<file path="config.mk">
export PLATFORM = sky130hd
export DESIGN_NAME = url_percent_decoder_core
export DESIGN_NICKNAME = d
export VERILOG_FILES = /design/src/design/urlpd_pkg.sv /design/src/design/urlpd_front.sv /design/src/design/urlpd_queue.sv /design/src/design/urlpd_back.sv /design/src/design/url_percent_decoder_core.sv
export SDC_FILE = /design/constraint.sdc
export NUM_CORES = 1
export LEC_CHECK = 0
export BUFFER_PORTS_ARGS = -buffer_cell sky130_fd_sc_hd__buf_2
export CORE_ASPECT_RATIO = 0.9
export CORE_MARGIN = 2
export CORE_UTILIZATION = 40
export CTS_CLUSTER_DIAMETER = 80
export DETAILED_ROUTE_END_ITERATION = 10
export GPL_ROUTABILITY_DRIVEN = 0
export SYNTH_ARGS = -nofsm -noshare
export SYNTH_HDL_FRONTEND = slang
export SYNTH_HIERARCHICAL = 1
export SYNTH_SLANG_ARGS = --single-unit
</file>
<file path="constraint.sdc">
create_clock -name clk -period 3.89 [get_ports clk]
set_input_delay 0.1945 -clock clk [delete_from_list [all_inputs] [get_ports clk]]
set_output_delay 0.1945 -clock clk [all_outputs]
set_load 0.02 [all_outputs]
</file>
<file path="src/design/urlpd_pkg.sv">
// urlpd_pkg: types, character constants and hex helpers for the url percent decoder
// used by every module of the decoder; no dependencies

package urlpd_pkg;

  localparam logic [7:0] CHR_PERCENT = 8'h25;
  localparam logic [7:0] CHR_PLUS    = 8'h2B;
  localparam logic [7:0] CHR_SPACE   = 8'h20;
  localparam int         MAX_RESULTS = 3;

  typedef enum logic [1:0] {
    PH_IDLE  = 2'd0,
    PH_PCT   = 2'd1,
    PH_DIGIT = 2'd2
  } urlpd_phase_t;

  typedef struct packed {
    logic [7:0] byte_in;
    logic       last_in;
  } urlpd_in_t;

  typedef struct packed {
    logic [7:0] byte_out;
    logic       last_out;
  } urlpd_out_t;

  typedef struct packed {
    logic [1:0]                   cnt;
    logic                         last;
    logic [MAX_RESULTS-1:0][7:0]  data;
  } urlpd_cmd_t;

  typedef struct packed {
    logic valid;
    logic full;
  } urlpd_qstat_t;

  function automatic logic is_hex(input logic [7:0] c);
    return ((c >= 8'h30) && (c <= 8'h39)) || ((c >= 8'h41) && (c <= 8'h46)) ||
           ((c >= 8'h61) && (c <= 8'h66));
  endfunction

  function automatic logic [3:0] hex_val(input logic [7:0] c);
    logic [7:0] t;
    if (c >= 8'h41) begin
      t = (c & ~CHR_SPACE) - 8'h41 + 8'd10;
    end else begin
      t = c - 8'h30;
    end
    return t[3:0];
  endfunction

endpackage

</file>
<file path="src/design/urlpd_front.sv">
// urlpd_front: accepts encoded bytes, tracks the escape phase and builds one command
// of up to three output bytes per input beat; uses urlpd_pkg

module urlpd_front import urlpd_pkg::*; (
  input  logic         clk,
  input  logic         rst_n,
  input  logic         in_valid,
  output logic         in_stall,
  input  urlpd_in_t    in_data,
  input  urlpd_qstat_t q_stat,
  output logic         push,
  output urlpd_cmd_t   push_cmd
);

  urlpd_phase_t phase_r, phase_nxt, phase_raw;
  logic [7:0]   digit_r, digit_nxt;
  logic         accept;
  logic [7:0]   c;
  logic         hex;
  logic         fresh_emit;
  logic [7:0]   fresh_val;

  assign c          = in_data.byte_in;
  assign hex        = is_hex(c);
  assign fresh_emit = (c != CHR_PERCENT);
  assign fresh_val  = (c == CHR_PLUS) ? CHR_SPACE : c;
  assign in_stall   = q_stat.full;
  assign accept     = in_valid && !in_stall;

  // next state
  always_comb begin
    phase_raw = PH_IDLE;
    digit_nxt = digit_r;
    case (phase_r)
      PH_PCT: begin
        if (hex) begin
          phase_raw = PH_DIGIT;
          digit_nxt = c;
        end else begin
          phase_raw = fresh_emit ? PH_IDLE : PH_PCT;
        end
      end
      PH_DIGIT: begin
        if (hex) begin
          phase_raw = PH_IDLE;
        end else begin
          phase_raw = fresh_emit ? PH_IDLE : PH_PCT;
        end
      end
      default: begin
        phase_raw = fresh_emit ? PH_IDLE : PH_PCT;
      end
    endcase
    phase_nxt = in_data.last_in ? PH_IDLE : phase_raw;
  end

  // command bytes
  always_comb begin
    logic [1:0]                  n;
    logic [MAX_RESULTS-1:0][7:0] d;
    n = 2'd0;
    d = '0;
    case (phase_r)
      PH_PCT: begin
        if (!hex) begin
          d[n] = CHR_PERCENT;
          n    = n + 2'd1;
          if (fresh_emit) begin
            d[n] = fresh_val;
            n    = n + 2'd1;
          end
        end
      end
      PH_DIGIT: begin
        if (hex) begin
          d[n] = {hex_val(digit_r), hex_val(c)};
          n    = n + 2'd1;
        end else begin
          d[n] = CHR_PERCENT;
          n    = n + 2'd1;
          d[n] = digit_r;
          n    = n + 2'd1;
          if (fresh_emit) begin
            d[n] = fresh_val;
            n    = n + 2'd1;
          end
        end
      end
      default: begin
        if (fresh_emit) begin
          d[n] = fresh_val;
          n    = n + 2'd1;
        end
      end
    endcase
    // flush a pending escape at end of string
    if (in_data.last_in) begin
      case (phase_raw)
        PH_PCT: begin
          d[n] = CHR_PERCENT;
          n    = n + 2'd1;
        end
        PH_DIGIT: begin
          d[n] = CHR_PERCENT;
          n    = n + 2'd1;
          d[n] = c;
          n    = n + 2'd1;
        end
        default: begin
        end
      endcase
    end
    push_cmd.cnt  = n;
    push_cmd.last = in_data.last_in;
    push_cmd.data = d;
    push          = accept && (n != 2'd0);
  end

  always_ff @(posedge clk) begin
    if (!rst_n) begin
      phase_r <= PH_IDLE;
      digit_r <= '0;
    end else if (accept) begin
      phase_r <= phase_nxt;
      digit_r <= digit_nxt;
    end
  end

endmodule

</file>
<file path="src/design/urlpd_queue.sv">
// urlpd_queue: small command queue between front and back of the decoder
// uses urlpd_pkg for the command and status types

module urlpd_queue import urlpd_pkg::*; #(
  parameter int DEPTH = 4
) (
  input  logic         clk,
  input  logic         rst_n,
  input  logic         push,
  input  urlpd_cmd_t   push_cmd,
  input  logic         pop,
  output urlpd_cmd_t   head_cmd,
  output urlpd_qstat_t q_stat
);

  localparam int AW = (DEPTH > 1) ? $clog2(DEPTH) : 1;
  localparam int CW = $clog2(DEPTH + 1);

  urlpd_cmd_t      mem_r [DEPTH];
  logic [AW-1:0]   wr_ptr_r, wr_ptr_nxt;
  logic [AW-1:0]   rd_ptr_r, rd_ptr_nxt;
  logic [CW-1:0]   count_r, count_nxt;

  assign q_stat.valid = (count_r != '0);
  assign q_stat.full  = (count_r == CW'(DEPTH));
  assign head_cmd     = mem_r[rd_ptr_r];

  always_comb begin
    wr_ptr_nxt = (wr_ptr_r == AW'(DEPTH - 1)) ? '0 : wr_ptr_r + 1'b1;
    rd_ptr_nxt = (rd_ptr_r == AW'(DEPTH - 1)) ? '0 : rd_ptr_r + 1'b1;
    count_nxt  = count_r;
    if (push && !pop) begin
      count_nxt = count_r + 1'b1;
    end else if (pop && !push) begin
      count_nxt = count_r - 1'b1;
    end
  end

  always_ff @(posedge clk) begin
    if (push) begin
      mem_r[wr_ptr_r] <= push_cmd;
    end
  end

  always_ff @(posedge clk) begin
    if (!rst_n) begin
      wr_ptr_r <= '0;
      rd_ptr_r <= '0;
      count_r  <= '0;
    end else begin
      if (push) begin
        wr_ptr_r <= wr_ptr_nxt;
      end
      if (pop) begin
        rd_ptr_r <= rd_ptr_nxt;
      end
      count_r <= count_nxt;
    end
  end

endmodule

</file>
<file path="src/design/urlpd_back.sv">
// urlpd_back: takes commands from the queue and sends their bytes one beat per cycle
// while out_stall is low, through a registered output stage; uses urlpd_pkg

module urlpd_back import urlpd_pkg::*; (
  input  logic         clk,
  input  logic         rst_n,
  input  urlpd_cmd_t   head_cmd,
  input  urlpd_qstat_t q_stat,
  output logic         pop,
  output logic         out_valid,
  input  logic         out_stall,
  output urlpd_out_t   out_data
);

  urlpd_cmd_t  cur_r;
  logic        cur_valid_r, cur_valid_nxt;
  logic [1:0]  idx_r, idx_nxt;
  logic        out_valid_r, out_valid_nxt;
  urlpd_out_t  out_r;
  logic        advance;
  logic        emit;
  logic        final_byte;
  logic        cur_done;

  assign advance    = !out_valid_r || !out_stall;
  assign emit       = cur_valid_r && advance;
  assign final_byte = (idx_r == (cur_r.cnt - 2'd1));
  assign cur_done   = emit && final_byte;
  assign pop        = q_stat.valid && (!cur_valid_r || cur_done);

  always_comb begin
    cur_valid_nxt = cur_valid_r;
    idx_nxt       = idx_r;
    if (pop) begin
      cur_valid_nxt = 1'b1;
      idx_nxt       = 2'd0;
    end else if (cur_done) begin
      cur_valid_nxt = 1'b0;
      idx_nxt       = 2'd0;
    end else if (emit) begin
      idx_nxt = idx_r + 2'd1;
    end
    out_valid_nxt = emit ? 1'b1 : (advance ? 1'b0 : out_valid_r);
  end

  always_ff @(posedge clk) begin
    if (pop) begin
      cur_r <= head_cmd;
    end
    if (emit) begin
      out_r.byte_out <= cur_r.data[idx_r];
      out_r.last_out <= cur_r.last && final_byte;
    end
  end

  always_ff @(posedge clk) begin
    if (!rst_n) begin
      cur_valid_r <= 1'b0;
      idx_r       <= 2'd0;
      out_valid_r <= 1'b0;
    end else begin
      cur_valid_r <= cur_valid_nxt;
      idx_r       <= idx_nxt;
      out_valid_r <= out_valid_nxt;
    end
  end

  assign out_valid = out_valid_r;
  assign out_data  = out_r;

endmodule

</file>
<file path="src/design/url_percent_decoder_core.sv">
// url_percent_decoder_core: streaming url percent decoder, top level
// instantiates urlpd_front, urlpd_queue and urlpd_back; uses urlpd_pkg
//
// usage
//   input channel: one encoded byte per beat (in_valid, in_stall, in_data), last_in
//   set on the final byte of a string. output channel: one decoded byte per beat
//   (out_valid, out_stall, out_data), last_out set on the final decoded byte.
//   an input beat gives zero to three output beats: "%hh" gives one byte, '+' gives
//   a space, a broken escape gives its held bytes back, and the end of a string
//   flushes a pending escape.
//   throughput: one input beat per cycle while each beat gives at most one output
//   byte and out_stall is low; an input beat that gives more bytes holds the output
//   side until they are sent; the single output register sets this limit. the queue
//   (QUEUE_DEPTH entries) absorbs bursts, and in_stall rises only when it is full.
//   path: a beat's bytes pass a queue entry, cur_r and out_r before out_valid.
//   reset: synchronous, active low; clears the escape phase, empties the queue and
//   drops out_valid. no clearing pass is needed after reset.
//   output stall: out_data holds while out_valid and out_stall are high; the queue
//   keeps taking input until it fills.

module url_percent_decoder_core import urlpd_pkg::*; #(
  parameter int QUEUE_DEPTH = 4
) (
  input  logic       clk,
  input  logic       rst_n,
  input  logic       in_valid,
  output logic       in_stall,
  input  urlpd_in_t  in_data,
  output logic       out_valid,
  input  logic       out_stall,
  output urlpd_out_t out_data
);

  urlpd_qstat_t q_stat;
  urlpd_cmd_t   push_cmd;
  urlpd_cmd_t   head_cmd;
  logic         push;
  logic         pop;

  urlpd_front u_front (
    .clk      (clk),
    .rst_n    (rst_n),
    .in_valid (in_valid),
    .in_stall (in_stall),
    .in_data  (in_data),
    .q_stat   (q_stat),
    .push     (push),
    .push_cmd (push_cmd)
  );

  urlpd_queue #(
    .DEPTH (QUEUE_DEPTH)
  ) u_queue (
    .clk      (clk),
    .rst_n    (rst_n),
    .push     (push),
    .push_cmd (push_cmd),
    .pop      (pop),
    .head_cmd (head_cmd),
    .q_stat   (q_stat)
  );

  urlpd_back u_back (
    .clk       (clk),
    .rst_n     (rst_n),
    .head_cmd  (head_cmd),
    .q_stat    (q_stat),
    .pop       (pop),
    .out_valid (out_valid),
    .out_stall (out_stall),
    .out_data  (out_data)
  );

  // no write into a full queue
  assert property (@(posedge clk) disable iff (!rst_n) push |-> !q_stat.full)
    else $error("push into full queue");

  // no read from an empty queue
  assert property (@(posedge clk) disable iff (!rst_n) pop |-> q_stat.valid)
    else $error("pop from empty queue");

  // a command pushed is never empty and a last beat always carries bytes
  assert property (@(posedge clk) disable iff (!rst_n)
    (in_valid && !in_stall && in_data.last_in) |-> (push && (push_cmd.cnt != 2'd0)))
    else $error("last byte produced no output");

  // output idle right after reset
  assert property (@(posedge clk) (rst_n && $past(!rst_n)) |-> !out_valid)
    else $error("out_valid after reset");

endmodule

</file>
Yosys cells after proc, flatten, opt, wreduce, memory -nomap -nowiden
Memory sizes are Yosys's and may differ from the RTL's. A register that Yosys moved wholly into a read port is not among the register bits.
Cells that the tools add are included.
- flip-flop bits (word level): 30
- bits in writable memories: 108
- input bits: 13
- output and inout port bits: 11
- word-level logic and storage cells: 123
- memories: 1
- memories (name ; depth ; width ; rd ports ; clocked after memory_dff ; wr ports ; RTL line ; RTL):
    u_queue.mem_r ; 4 ; 27 ; 1 ; 1 ; 1 ; urlpd_queue.sv:19 ; urlpd_cmd_t mem_r [DEPTH];
- add/sub/neg operators: 14
- $lt $le $gt $ge: 12
- equality and inequality tests: 10
- mux-type cells: 42
- bitwise gates (word level): 4
- reduce and logical (&&, ||, !) cells: 30
- operator list (operator ; count):
    8-bit 2-to-1 mux ; 7
    24-bit case mux with 2 select lines ; 1
    8-bit demux with 2-bit select ; 2
    16-bit 2-to-1 mux ; 2
    8-bit case mux with 2 select lines ; 2
    24-bit bitwise mux ; 1
    8-bit by 7-bit >= comparator with 1-bit output (second input constant) ; 3
    24-bit 2-to-1 mux ; 1
    2-bit 2-to-1 mux ; 9
    8-bit binary-select mux with 2-bit select ; 1
    8-bit by 7-bit less-or-equal comparator with 1-bit output (second input constant) ; 2
    4-bit by 1-bit subtractor with 4-bit output (second input constant) ; 4
    15-bit AND ; 1
    15-bit inverter ; 1
    1-bit logical AND ; 13
    2-bit case mux with 2 select lines ; 3
    2-bit by 1-bit adder with 2-bit output (second input constant) ; 5
    2-bit by 3-bit < comparator with 1-bit output (second input constant) ; 3
    1-bit 2-to-1 mux ; 9
    9-bit OR ; 1
    4-bit adder (second input constant) ; 2
    2-bit == test (second input constant) ; 4
    8-bit by 6-bit == test with 1-bit output (second input constant) ; 1
    8-bit by 6-bit >= comparator with 1-bit output (second input constant) ; 1
    other kinds (18) ; 33

Longest topological paths before layout
Gate-level depths: netlist of the first run.
- depth after elaboration: 16
- depth in mapped cells: 21
- mapped depth without buffers: 18

By module
Netlist of the first run, hierarchy kept.
- by module, submodules not included (module ; instances ; cells an instance ; area an instance (um2)):
    urlpd_queue ; 1 ; 185 ; 4403.0
    urlpd_front ; 1 ; 268 ; 1821.7
    urlpd_back ; 1 ; 91 ; 1492.7

Worst setup path after synthesis of the first run
No wires, ideal clock.
- path kind: input -> register
- from: in in_data[2] (netlist name)
- to: reg u_queue.count_r[2]
- setup time: 76 ps
- arrival time: 4128 ps
- data required time: 3814 ps
- path slack: -313 ps
- stages: 21
- cell sequence: clkbuf_1 > inv_1 > ha_1 > nor3b_1 > o21ai_0 > nand3_1 > buf_2 > nor2_1 > inv_1 > ha_1 > nand2b_1 > clkbuf_1 > a21oi_1 > a31oi_1 > a21oi_1 > ha_1 > inv_1 > fa_1 > xor2_1 > or3_1 > a21boi_0
- cells in the longest elaborated chain, start to end: 15
- elaborated cells on any way between the ends: 35
- RTL lines (what ; RTL line ; RTL):
    start: declaration ; url_percent_decoder_core.sv:28 ; input urlpd_in_t in_data,
    8-bit by 6-bit >= comparator with 1-bit output, or another cell as far along ; urlpd_pkg.sv:39 ; return ((c >= 8'h30) && (c <= 8'h39)) || ((c >= 8'h41) && (c <= 8'h46)) ||
    1-bit logical AND ; urlpd_pkg.sv:39 ;
    1-bit logical OR (2 in a row) ; urlpd_pkg.sv:39 ;
    2-bit 2-to-1 mux (on tied branches) ; urlpd_front.sv:75, urlpd_front.sv:65 ;
    2-bit case mux with 2 select lines ; urlpd_front.sv:63 ; case (phase_r)
    2-bit by 1-bit adder with 2-bit output ; urlpd_front.sv:101, urlpd_front.sv:105 ;
    2-bit by 1-bit adder with 2-bit output ; urlpd_front.sv:107 ; n = n + 2'd1;
    2-bit case mux with 2 select lines ; urlpd_front.sv:98 ; case (phase_raw)
    2-bit 2-to-1 mux (*) ; urlpd_front.sv:97 ; if (in_data.last_in) begin
    2-bit nonzero test (*) ; urlpd_front.sv:116 ; push = accept && (n != 2'd0);
    1-bit logical AND (*) ; urlpd_front.sv:116 ;
    net push ; url_percent_decoder_core.sv:37 ; logic push;
    1-bit logical NOT ; urlpd_queue.sv:34 ; end else if (pop && !push) begin
    1-bit logical AND ; urlpd_queue.sv:34 ;
    2-bit nonzero test (no source line) ; n/a ;
    end signal: assignment ; urlpd_queue.sv:57 ; count_r <= count_nxt;
    end: declaration ; urlpd_queue.sv:22 ; logic [CW-1:0] count_r, count_nxt;
The timed path passes the listed nets; every way through them passes the cells marked *.
A chain may end at the register's enable or synchronous reset.

Worst setup path after layout of the first run
- from: reg u_front.phase_r[0]
- to: reg u_queue.count_r[2]
- cells in the longest elaborated chain, start to end: 11
- elaborated cells on any way between the ends: 17
- RTL lines (what ; RTL line ; RTL):
    start: declaration ; urlpd_front.sv:15 ; urlpd_phase_t phase_r, phase_nxt, phase_raw;
    start signal: assignment ; urlpd_front.sv:124 ; phase_r <= phase_nxt;
    2-bit == test / 2-bit by 1-bit == test with 1-bit output (equally long branches) ; urlpd_front.sv:34, urlpd_front.sv:63 ;
    2-bit case mux with 2 select lines ; urlpd_front.sv:63 ;
    2-bit by 1-bit adder with 2-bit output ; urlpd_front.sv:101, urlpd_front.sv:105 ;
    2-bit by 1-bit adder with 2-bit output ; urlpd_front.sv:107 ;
    2-bit case mux with 2 select lines ; urlpd_front.sv:98 ;
    2-bit 2-to-1 mux (*) ; urlpd_front.sv:97 ;
    2-bit nonzero test (*) ; urlpd_front.sv:116 ;
    1-bit logical AND (*) ; urlpd_front.sv:116 ;
    net push ; url_percent_decoder_core.sv:37 ;
    1-bit logical NOT ; urlpd_queue.sv:34 ;
    1-bit logical AND ; urlpd_queue.sv:34 ;
    2-bit nonzero test (no source line) ; n/a ;
Marked as above.

==> results of run 1 <==
## path summary, 6_finish.rpt
kind,cells past startpoint,from,end
worst min register to register,1,u_front/digit_r[7],u_front/digit_r[7]
worst min-delay path,3,out_stall,u_back/out_valid
worst max register to register,16,u_front/phase_r[0],u_queue/count_r[2]
worst max-delay path,16,u_front/phase_r[0],u_queue/count_r[2]
## routing by layer
| layer | up-vias | GRT usage (%) | share of wire, % |
|---|---|---|---|
| li1 | 2174 | - | - |
| met1 | 2306 | 23.2 | 46 |
| met2 | 185 | 25.9 | 46 |
| met3 | 35 | 4.01 | 5.7 |
| met4 | 0 | 6.18 | 2.3 |
| met5 | - | 0 | 0 |
## Yosys cell counts, types with 3 or more instances
| cell type | count | area share, % |
|---|---|---|
| a21oi_1 | 27 | 1.8 |
| a211o_1 | 4 | 0.45 |
| nand4_1 | 3 | 0.24 |
| nor3b_1 | 3 | 0.29 |
| o21ai_0 | 29 | 1.9 |
| buf_6 | 3 | 0.44 |
| clkbuf_1 | 16 | 0.78 |
| mux4_2 | 20 | 5.8 |
| a32oi_1 | 5 | 0.57 |
| nor2_1 | 19 | 0.92 |
| nor2b_1 | 19 | 1.5 |
| xnor2_1 | 4 | 0.45 |
| mux2i_1 | 18 | 2.3 |
| edfxtp_1 | 144 | 56 |
| buf_2 | 5 | 0.32 |
| a21boi_0 | 3 | 0.29 |
| nand3_1 | 7 | 0.45 |
| o21ai_1 | 10 | 0.65 |
| a32o_1 | 3 | 0.39 |
| a31oi_1 | 10 | 0.81 |
| a21o_1 | 6 | 0.58 |
| inv_1 | 22 | 1.1 |
| and2_1 | 9 | 0.73 |
| nand2b_1 | 13 | 1.1 |
| and3_1 | 8 | 0.65 |
| nor3_1 | 4 | 0.26 |
| nand2_1 | 27 | 1.3 |
| o22ai_1 | 5 | 0.41 |
| or3_1 | 3 | 0.24 |
| mux4_1 | 7 | 2.4 |
| ha_1 | 22 | 3.6 |
| dfxtp_1 | 23 | 6.0 |
## sequential cells by signal, indices dropped and copies added (netlist names), named ones only
| name | count |
|---|---|
| u_queue/rd_ptr_r | 2 |
| u_front/digit_r | 8 |
| u_queue/mem_r | 108 |
| u_back/out_data | 9 |
| u_back/cur_r | 27 |
| u_queue/wr_ptr_r | 2 |
| u_queue/count_r | 3 |
| u_back/out_valid | 1 |
| u_front/phase_r | 2 |
| u_back/idx_r | 2 |
| u_back/cur_valid_r | 1 |
## power by group
group          switching (mW)  internal, mW
clock                   0.709         0.959
sequential              0.196          2.40
combinational           0.550         0.484
## cell type report
cell class	count	area, µm²	share of cell area, %
clock buffer	17	425	4.87
tap	250	313	3.58
multi-input combinational	324	2670	30.6
inverter	23	86.3	0.988
clock inverter	15	169	1.93
timing repair buffer	46	288	3.29
sequential	167	4790	54.8
## cells by family (layout without fill, tap and decap cells)
logic type / Yosys count / in the layout / share of synthesized area [%]
flops: 167 / 167 / 62.0
simple gates: 127 / 127 / 9.00
compound gates: 122 / 122 / 10.3
buf+inv: 53 / 101 / 3.52
mux: 46 / 46 / 10.7
fa+ha+maj: 23 / 23 / 3.83
xor+xnor: 6 / 6 / 0.681
## placed cells by master, fill, tap and decap left out, types with 4 or more instances in the layout
| cell | n |
|---|---|
| a31oi_1 | 10 |
| a211o_1 | 4 |
| a32oi_1 | 5 |
| nor3_1 | 4 |
| inv_1 | 22 |
| o21ai_1 | 11 |
| mux4_1 | 7 |
| xnor2_1 | 4 |
| and2_1 | 9 |
| a21o_1 | 6 |
| buf_4 | 23 |
| a21oi_1 | 26 |
| ha_1 | 22 |
| nand2_1 | 27 |
| buf_2 | 23 |
| nor2b_1 | 19 |
| mux2i_1 | 18 |
| nor2_1 | 19 |
| edfxtp_1 | 144 |
| o22ai_1 | 5 |
| nand3_1 | 6 |
| o21ai_0 | 28 |
| dfxtp_1 | 22 |
| nand2b_1 | 13 |
| and3_1 | 8 |
| mux4_2 | 20 |
| clkbuf_16 | 17 |
## stage by stage
stage	utilization [%]	area [µm²]	setup WS, ns
floorplan	-	7730	0.0660
global placement	42.8	8140	0.259
detailed placement	42.8	8140	0.118
CTS	45.9	8740	0.382
global route	45.9	8740	0.130
finish	45.9	8740	0.366
## critical path: stages (launching register included)
cell and delay (ns):
dfxtp_1 0.36, inv_1 0.05, ha_1 0.30, nor2b_1 0.34, a21o_1 0.20, nand2_1 0.12, ha_1 0.29, nand2b_1 0.14
a21oi_1 0.14, a31oi_1 0.08, a21oi_2 0.18, ha_1 0.20, inv_1 0.06, fa_1 0.37, xor2_1 0.16, or3_1 0.30
a21boi_0 0.15
==> reports/metrics.yaml, run 1 <==
run_status: "complete, no violations"
final.min_clock_period_ns: 3.52
cts_setup_buffers: 0
drv_slew: 0
clkSinkCount: 167
io_buffers: 23
post_drt_wl_per_cell_um: 18.7
firstDrtPassIters: 5
critPathCaptureType: "register"
hold_buffers: 0
cts_tree: "done"
area_delta_synth_final_pct: 13.2
cp.required_ns: 4.25
viasPerCell: 5.58
synth_cell_type_count: 64
cp.arrival_ns: 3.88
ios: 24
initial_core_util_pct: 40.5
worstSkewPairLatency_ns: 0.42
synth_edf_count: 144
core_area_um2: 19000
htreeDepth: 4
fin_hold_ws_ns: 0.0779
grt_pass1_vias: 4733
final_cells: 842
ys_warn_count: 6
synth_cells: 544
cp_max_fo: 4
ys_async_sr_fraction_pct: 0
maxSlewHeadroom_pct: 35.1
cts-root-buf: "clkbuf_16"
drcViolationCount: 0
fill_cells: 1666
fin_total_pwr_mw: 5.30
antenna_cells: 0
synth_nets: 580
cellLeakagePower_nw: 2.97
ys.flop_type: "edfxtp_1"
die_x_um: 150
drtIter0Drc: 417
grt.overflow.total: 0
synth.ff_latch_count: 167
track_usage_pct: 16.8
rsz0062_at_grt: "no"
nets: 615
dp.cells: 810
max-vdd-ir-drop_mv: 0.313
grt_max_degree: 30
cts_buffers: 17
ff2ff_setup_slack_ns: 0.37
clkSlewWorstSetupHoldPaths_ns: 0.07
wl_um: 15700
worst_pin_slew_ns: 0.973
cp-start-kind: "register"
cts.path.max_buffers: 2
ant_nets: 0
synth_seq_area_share_pct: 62.0
avgSynthCellArea_um2: 14.2
num_rows: 48
grt_first_pass_wirelength_um: 25600
powerDensity_nw_per_um2: 607
crit_type: "reg -> reg"
dp_hpwl_um: 10500
cap_violations: 0
setup_viol: 0
syn-cell-area_um2: 7720
die_y_um: 136
hold_path_class: "in -> reg"
fin_skew_ns: 0.00779
hold_viol_final: 0
drive_gt1_share_pct: 18.8
cts.repair.resized: 0
setup_tns_ns: 0
antenna_found_initial: 0
dr_total_vias: 4700
period_share_pct: 90.6
max_freq_ghz: 0.284
die_area_um2: 20400
Power figures use the tool's default switching activity.
==> run 2: changes to the inputs <==
Settings changed: SYNTH_HIERARCHICAL 1 to not set.
==> run 2 against run 1 <==
Against the previous run: area after synthesis fell by 2.9%; sequential share of layout area rose by 0.94 points; critical path depth rose by 1; utilization rose by 0.55 points; power fell by 5.3%; worst hold slack got worse by 0.030 ns; critical endpoint is now u_queue.count_r[2]; clock power fell by 8%; critical path type unchanged; sequential power fell by 4%; clock skew rose by 0.00070 ns; non-clock buffer count rose by 1; via count fell by 5.2%; maximum frequency fell by 1.1%.
==> reports/metrics.yaml, run 2 <==
mostFrequentLayoutCell: "edfxtp_1"
nets: 596  # -3.1%
crit_type: "reg -> reg"
final_cell_mix: "edfxtp_1, o21ai_0, nand2_1"
drv_slew: 0  # unchanged
hold_depth: 3  # unchanged
viasPerCell: 5.45  # -2.3%
synth.top_cells.by_area: "edfxtp_1, mux4_2, dfxtp_1"
ys.flop_type: "edfxtp_1"
firstDrtPassIters: 5  # unchanged
cts-root-buf: "clkbuf_16"
area_delta_synth_final_pct: 13.7
final_cells: 817  # -3.0%
initial_core_util_pct: 40.8  # +0.31 points
track_usage_pct: 16.3  # -0.50 points
p_int_mw: 3.66  # -4.7%
critPathCaptureType: "register"
io_buffers: 23  # unchanged
max-vdd-ir-drop_mv: 0.295  # -5.9%
p_switching_mw: 1.36  # -6.8%
num_rows: 47  # -2.1%
grt_max_degree: 30  # unchanged
regMostFlops: "u_queue.mem_r"
ys_async_sr_fraction_pct: 0  # unchanged
grt_pass1_vias: 4426  # -6.5%
seq_area_um2: 4750  # -0.81%
max_freq_ghz: 0.281  # -1.1%
drtIter0Drc: 251  # -40%
synth_top_area_cell: "edfxtp_1"
synth_cells: 522  # -4.0%
final.min_clock_period_ns: 3.56  # +0.0376 ns
r2r_start: "u_front.phase_r[0]"
synth_edf_count: 144  # unchanged
pwr-share-comb_pct: 19.6  # about the same
grt_first_pass_wirelength_um: 24400  # -4.9%
cts_buffers: 17  # unchanged
core_area_um2: 18300  # -3.6%
cts_tree: "done"
worstSkewPairLatency_ns: 0.41  # about the same
die_x_um: 148  # -1.4%
netSwitchingFraction_pct: 27.0  # -0.44 points
synth_cell_type_count: 58  # -9.4%
worstSetupStartpoint: "u_front.phase_r[0]"
antenna_found_initial: 0  # unchanged
synth_most_common_cell: "edfxtp_1"
cp_max_fo: 5  # +1
dp_hpwl_um: 10200  # -2.5%
hold_viol_final: 0  # unchanged
largest_reg_flops: 108  # unchanged
synth_nets: 558  # -3.8%
cp.required_ns: 4.23  # -0.02 ns
cp.arrival_ns: 3.90  # +0.02 ns
fin_skew_ns: 0.00849  # +0.000700 ns
cap_violations: 0  # unchanged
grt.overflow.total: 0  # unchanged
synth_commonest_cells: "edfxtp_1, o21ai_0, nand2_1, mux4_2"
cellLeakagePower_nw: 2.89  # -2.6%
ant_nets: 0  # unchanged
ys_warn_count: 0  # -6
powerDensity_nw_per_um2: 589  # -2.9%
drcViolationCount: 0  # unchanged
cts.path.max_buffers: 2  # unchanged
synth_top_cell_area_share_pct: 57.7  # +1.7 points
ios: 24  # unchanged
dp.cells: 786  # -3.0%
avgSynthCellArea_um2: 14.4  # +1.2%
antenna_cells: 0  # unchanged
run_status: "complete, no violations"
post_drt_wl_per_cell_um: 18.5  # -0.71%
holdCritStartpoint: "out_stall"
seqPwrFrac_pct: 49.9  # +0.9 points
clkSinkCount: 165  # -1.2%
period_share_pct: 91.5  # +0.97 points
multi_input_area_um2: 2530  # -5.2%
dr_total_vias: 4456  # -5.2%
worst_pin_slew_ns: 0.797  # -0.176 ns
clockPowerShare_pct: 30.6  # -0.9 points
setup_viol: 0  # unchanged
htreeDepth: 4  # unchanged
cts.repair.resized: 0  # unchanged
cp-start-kind: "register"
synth.ff_latch_count: 165  # -1.2%
maxSlewHeadroom_pct: 46.9  # +12 points
rsz0062_at_grt: "no"
ff2ff_setup_slack_ns: 0.33  # -0.04 ns
syn-cell-area_um2: 7490  # -2.9%
drive_gt1_share_pct: 20.1  # +1.4 points
reg2reg_depth: 17  # +1
setup_tns_ns: 0  # unchanged
fill_cells: 1640  # -1.6%
die_y_um: 134  # -1.4%
hold_buffers: 0  # unchanged
hold_path_class: "in -> reg"
clkSlewWorstSetupHoldPaths_ns: 0.06  # about the same
die_area_um2: 19800  # -2.8%
synth_seq_area_share_pct: 63.3  # +1.3 points
cts_setup_buffers: 0  # unchanged
wl_um: 15200  # -3.7%
run 2: cell types whose count changed in the layout (fill, tap and decap cells not counted), sizes merged, moves of 4 or more:
cell    previous run  this run
a211o              4         0
and3               8         4
a22oi              0         8
a32oi              5         0
clkinv             5         9
nand2b            13         6
run 2: layout make-up:
type	instances	share of cell area, %
clock inverters	13	1.29
multi-input cells	303	29.7
inverters	26	1.17
clock buffers	18	5.04
flip-flops and latches	165	55.7
repair buffers	47	3.47
well taps	245	3.60
run 2: cell families (layout without fill, tap and decap cells):
logic type      after synthesis  in the layout  synth area share, %
compound gates              114            114                 9.87
buf+inv                      54            104                 2.94
flops                       165            165                 63.3
fa+ha+maj                    23             23                 3.94
xor+xnor                      7              7                0.818
mux                          46             46                 10.7
simple gates                113            113                 8.43
run 2: metrics by stage:
step / util (%) / instance area (µm²) / hold slack [ns] / power (mW) / setup slack [ns]
floorplan: - / 7490 / 0.293 / 3.23 / 0.114
global placement: 43.5 / 7980 / 0.468 / 3.53 / 0.229
detailed placement: 43.5 / 7980 / 0.462 / 3.56 / 0.0557
CTS: 46.4 / 8520 / 0.0392 / 5.09 / 0.260
global route: 46.4 / 8520 / 0.0748 / 5.27 / 0.0297
finish: 46.4 / 8520 / 0.0478 / 5.02 / 0.329
run 2: worst paths after layout:
| check | end |
|---|---|
| worst min-delay path | u_back.out_valid |
| worst max-delay path | u_queue.count_r[2] |
| worst max register to register | u_queue.count_r[2] |
| worst min register to register | u_front.digit_r[7] |
run 2: power groups by stage:
| stage | clock (mW) | sequential (mW) | combinational (mW) |
|---|---|---|---|
| 2_1_floorplan | 0 | 2.49 | 0.735 |
| 3_5_place_dp | 0 | 2.55 | 1.00 |
| 6_report | 1.53 | 2.50 | 0.983 |
| 4_1_cts | 1.57 | 2.51 | 1.01 |
| 5_1_grt | 1.64 | 2.54 | 1.09 |
| 3_3_place_gp | 0 | 2.54 | 0.988 |
run 2: worst max-delay path: stages, from the launching register on:
cell	delay [ns]
dfxtp_1	0.37
inv_1	0.06
ha_1	0.35
nor2_1	0.20
nor2_1	0.08
a21oi_2	0.20
inv_1	0.09
ha_1	0.20
o21ai_0	0.22
a21oi_1	0.13
o41ai_1	0.44
o21ai_2	0.12
ha_1	0.24
inv_1	0.07
fa_1	0.18
xor2_1	0.07
or3_1	0.31
a21boi_0	0.17
run 2: per-layer routing:
metal	track usage (%)	part of all wire [%]	vias up	wire (µm)
li1	-	-	2074	-
met1	22.9	47	2234	7180
met2	25.5	46	133	7040
met3	3.78	4.8	15	728
met4	4.71	1.4	0	210
met5	0	0	-	0
==> run 3: changes to the inputs <==
Settings changed: MAX_ROUTING_LAYER set to met4.
==> run 3 against run 2 <==
Against the previous run: clock skew up 0.0017 ns; sequential power about the same; clock power about the same; first-iteration DRC count up 8.8%; final cell count unchanged; register-to-register slack about the same; via count up 0.18%; global-route usage up 0.47 points; design area unchanged; power down 0.13%; combinational power about the same; critical path type unchanged; largest power group unchanged; highest routed layer unchanged.
==> reports/metrics.yaml, run 3 (synthesis gave the netlist of run 2 again) <==
run_status: "complete, no violations"
setup_tns_ns: 0  # unchanged
p_switching_mw: 1.35  # -0.45%
mostFrequentLayoutCell: "edfxtp_1"
cts_tree: "done"
fill_cells: 1640  # unchanged
worst_pin_slew_ns: 0.792  # -0.00564 ns
post_drt_wl_per_cell_um: 18.6  # +0.15%
max-vdd-ir-drop_mv: 0.293  # -0.55%
hold_path_class: "in -> reg"
cp.required_ns: 4.23  # about the same
grt_max_degree: 30  # unchanged
drv_slew: 0  # unchanged
grt_pass1_vias: 4421  # -0.11%
hold_viol_final: 0  # unchanged
core_area_um2: 18300  # unchanged
track_usage_pct: 16.7  # +0.47 points
clkSinkCount: 165  # unchanged
num_rows: 47  # unchanged
cp_max_fo: 5  # unchanged
p_int_mw: 3.66  # about the same
grt.overflow.total: 0  # unchanged
powerDensity_nw_per_um2: 589  # -0.13%
final_cell_mix: "edfxtp_1, o21ai_0, nand2_1"
fin_hold_ws_ns: 0.0486  # +0.000808 ns
htreeDepth: 4  # unchanged
drive_gt1_share_pct: 20.1  # unchanged
ant_nets: 0  # unchanged
worstSkewPairLatency_ns: 0.41  # about the same
wl_um: 15200  # +0.15%
largest_reg_flops: 108  # unchanged
nets: 596  # unchanged
grt_first_pass_wirelength_um: 24400  # about the same
drtIter0Drc: 273  # +8.8%
worstSetupStartpoint: "u_front.phase_r[0]"
netSwitchingFraction_pct: 26.9  # -0.089 points
die_x_um: 148  # unchanged
cts_buffers: 17  # unchanged
cap_violations: 0  # unchanged
r2r_start: "u_front.phase_r[0]"
max_freq_ghz: 0.281  # +0.21%
ios: 24  # unchanged
period_share_pct: 91.4  # -0.19 points
maxSlewHeadroom_pct: 47.2  # +0.38 points
cts.path.max_buffers: 2  # unchanged
rsz0062_at_grt: "no"
io_buffers: 23  # unchanged
setup_viol: 0  # unchanged
cts_setup_buffers: 0  # unchanged
cp.arrival_ns: 3.89  # about the same
dr_total_vias: 4464  # +0.18%
firstDrtPassIters: 5  # unchanged
regMostFlops: "u_queue.mem_r"
critPathCaptureType: "register"
cellLeakagePower_nw: 2.89  # unchanged
pwr-share-comb_pct: 19.6  # about the same
clkSlewWorstSetupHoldPaths_ns: 0.07  # about the same
cp-start-kind: "register"
area_delta_synth_final_pct: 13.7  # unchanged
viasPerCell: 5.46  # +0.18%
clockPowerShare_pct: 30.5  # about the same
fin_skew_ns: 0.0102  # +0.00168 ns
die_area_um2: 19800  # unchanged
crit_type: "reg -> reg"
antenna_cells: 0  # unchanged
antenna_found_initial: 0  # unchanged
initial_core_util_pct: 40.8  # unchanged
cts-root-buf: "clkbuf_16"
holdCritStartpoint: "out_stall"
dp_hpwl_um: 10200  # unchanged
drcViolationCount: 0  # unchanged
die_y_um: 134  # unchanged
seqPwrFrac_pct: 49.9  # about the same
final.min_clock_period_ns: 3.55  # -0.00742 ns
==> run 3: cell counts in the layout (fill, tap and decap cells not counted) <==
No cell type changed its count.
==> run 3: worst paths after layout <==
path | endpoint | slack [ns] | cells after the start
worst max register to register | u_queue.count_r[2] | 0.34 | 17
worst min register to register | u_front.digit_r[7] | 0.48 | 2
worst max-delay path | u_queue.count_r[2] | 0.34 | 17
worst min-delay path | u_back.out_valid | 0.05 | 3
==> run 3: final cells by class <==
type | count | area [µm²] | share of cell area [%]
Sequential cell | 165 | 4750 | 55.7
Multi-Input combinational cell | 303 | 2530 | 29.7
Clock buffer | 18 | 429 | 5.04
Tap cell | 245 | 307 | 3.60
Timing Repair Buffer | 47 | 295 | 3.47
Clock inverter | 13 | 110 | 1.29
Inverter | 26 | 100 | 1.17
==> run 3: timing repair <==
item	CTS	global route
hold buffers	0	0
endpoints found under the hold margin	0	0
gates resized for setup	0	1
endpoints found under the setup margin	0	1
==> run 3: per-layer routing <==
| metal | share of wire [%] | GRT usage (%) |
|---|---|---|
| met1 | 47 | 22.9 |
| met2 | 46 | 25.5 |
| met3 | 5.3 | 3.67 |
| met4 | 1.3 | 4.71 |
| met5 | 0 | - |
==> run 3: power groups by stage <==
stage          Combinational (mW)  Sequential (mW)  Clock, mW
2_1_floorplan               0.735             2.49          0
3_3_place_gp                0.988             2.54          0
3_5_place_dp                 1.00             2.55          0
4_1_cts                      1.01             2.51       1.57
5_1_grt                      1.09             2.54       1.64
6_report                    0.982             2.50       1.53
==> run 3: critical path, cell delays in order, from the launching register on <==
cell	delay, ns
dfxtp_1	0.37
inv_1	0.06
ha_1	0.35
nor2_1	0.19
nor2_1	0.08
a21oi_2	0.20
inv_1	0.09
ha_1	0.20
o21ai_0	0.22
a21oi_1	0.13
o41ai_1	0.44
o21ai_2	0.12
ha_1	0.24
inv_1	0.07
fa_1	0.18
xor2_1	0.07
or3_1	0.30
a21boi_0	0.17
==> run 3: metrics by stage <==
step / power [mW] / cells / utilization, % / setup WS (ns) / area [µm²]
after global placement: 3.53 / 786 / 43.5 / 0.229 / 7980
after global routing: 5.27 / 817 / 46.4 / 0.0297 / 8520
final: 5.02 / 817 / 46.4 / 0.336 / 8520
after detailed placement: 3.56 / 786 / 43.5 / 0.0557 / 7980
after CTS: 5.09 / 817 / 46.4 / 0.260 / 8520
after floorplan: 3.23 / 522 / - / 0.114 / 7490
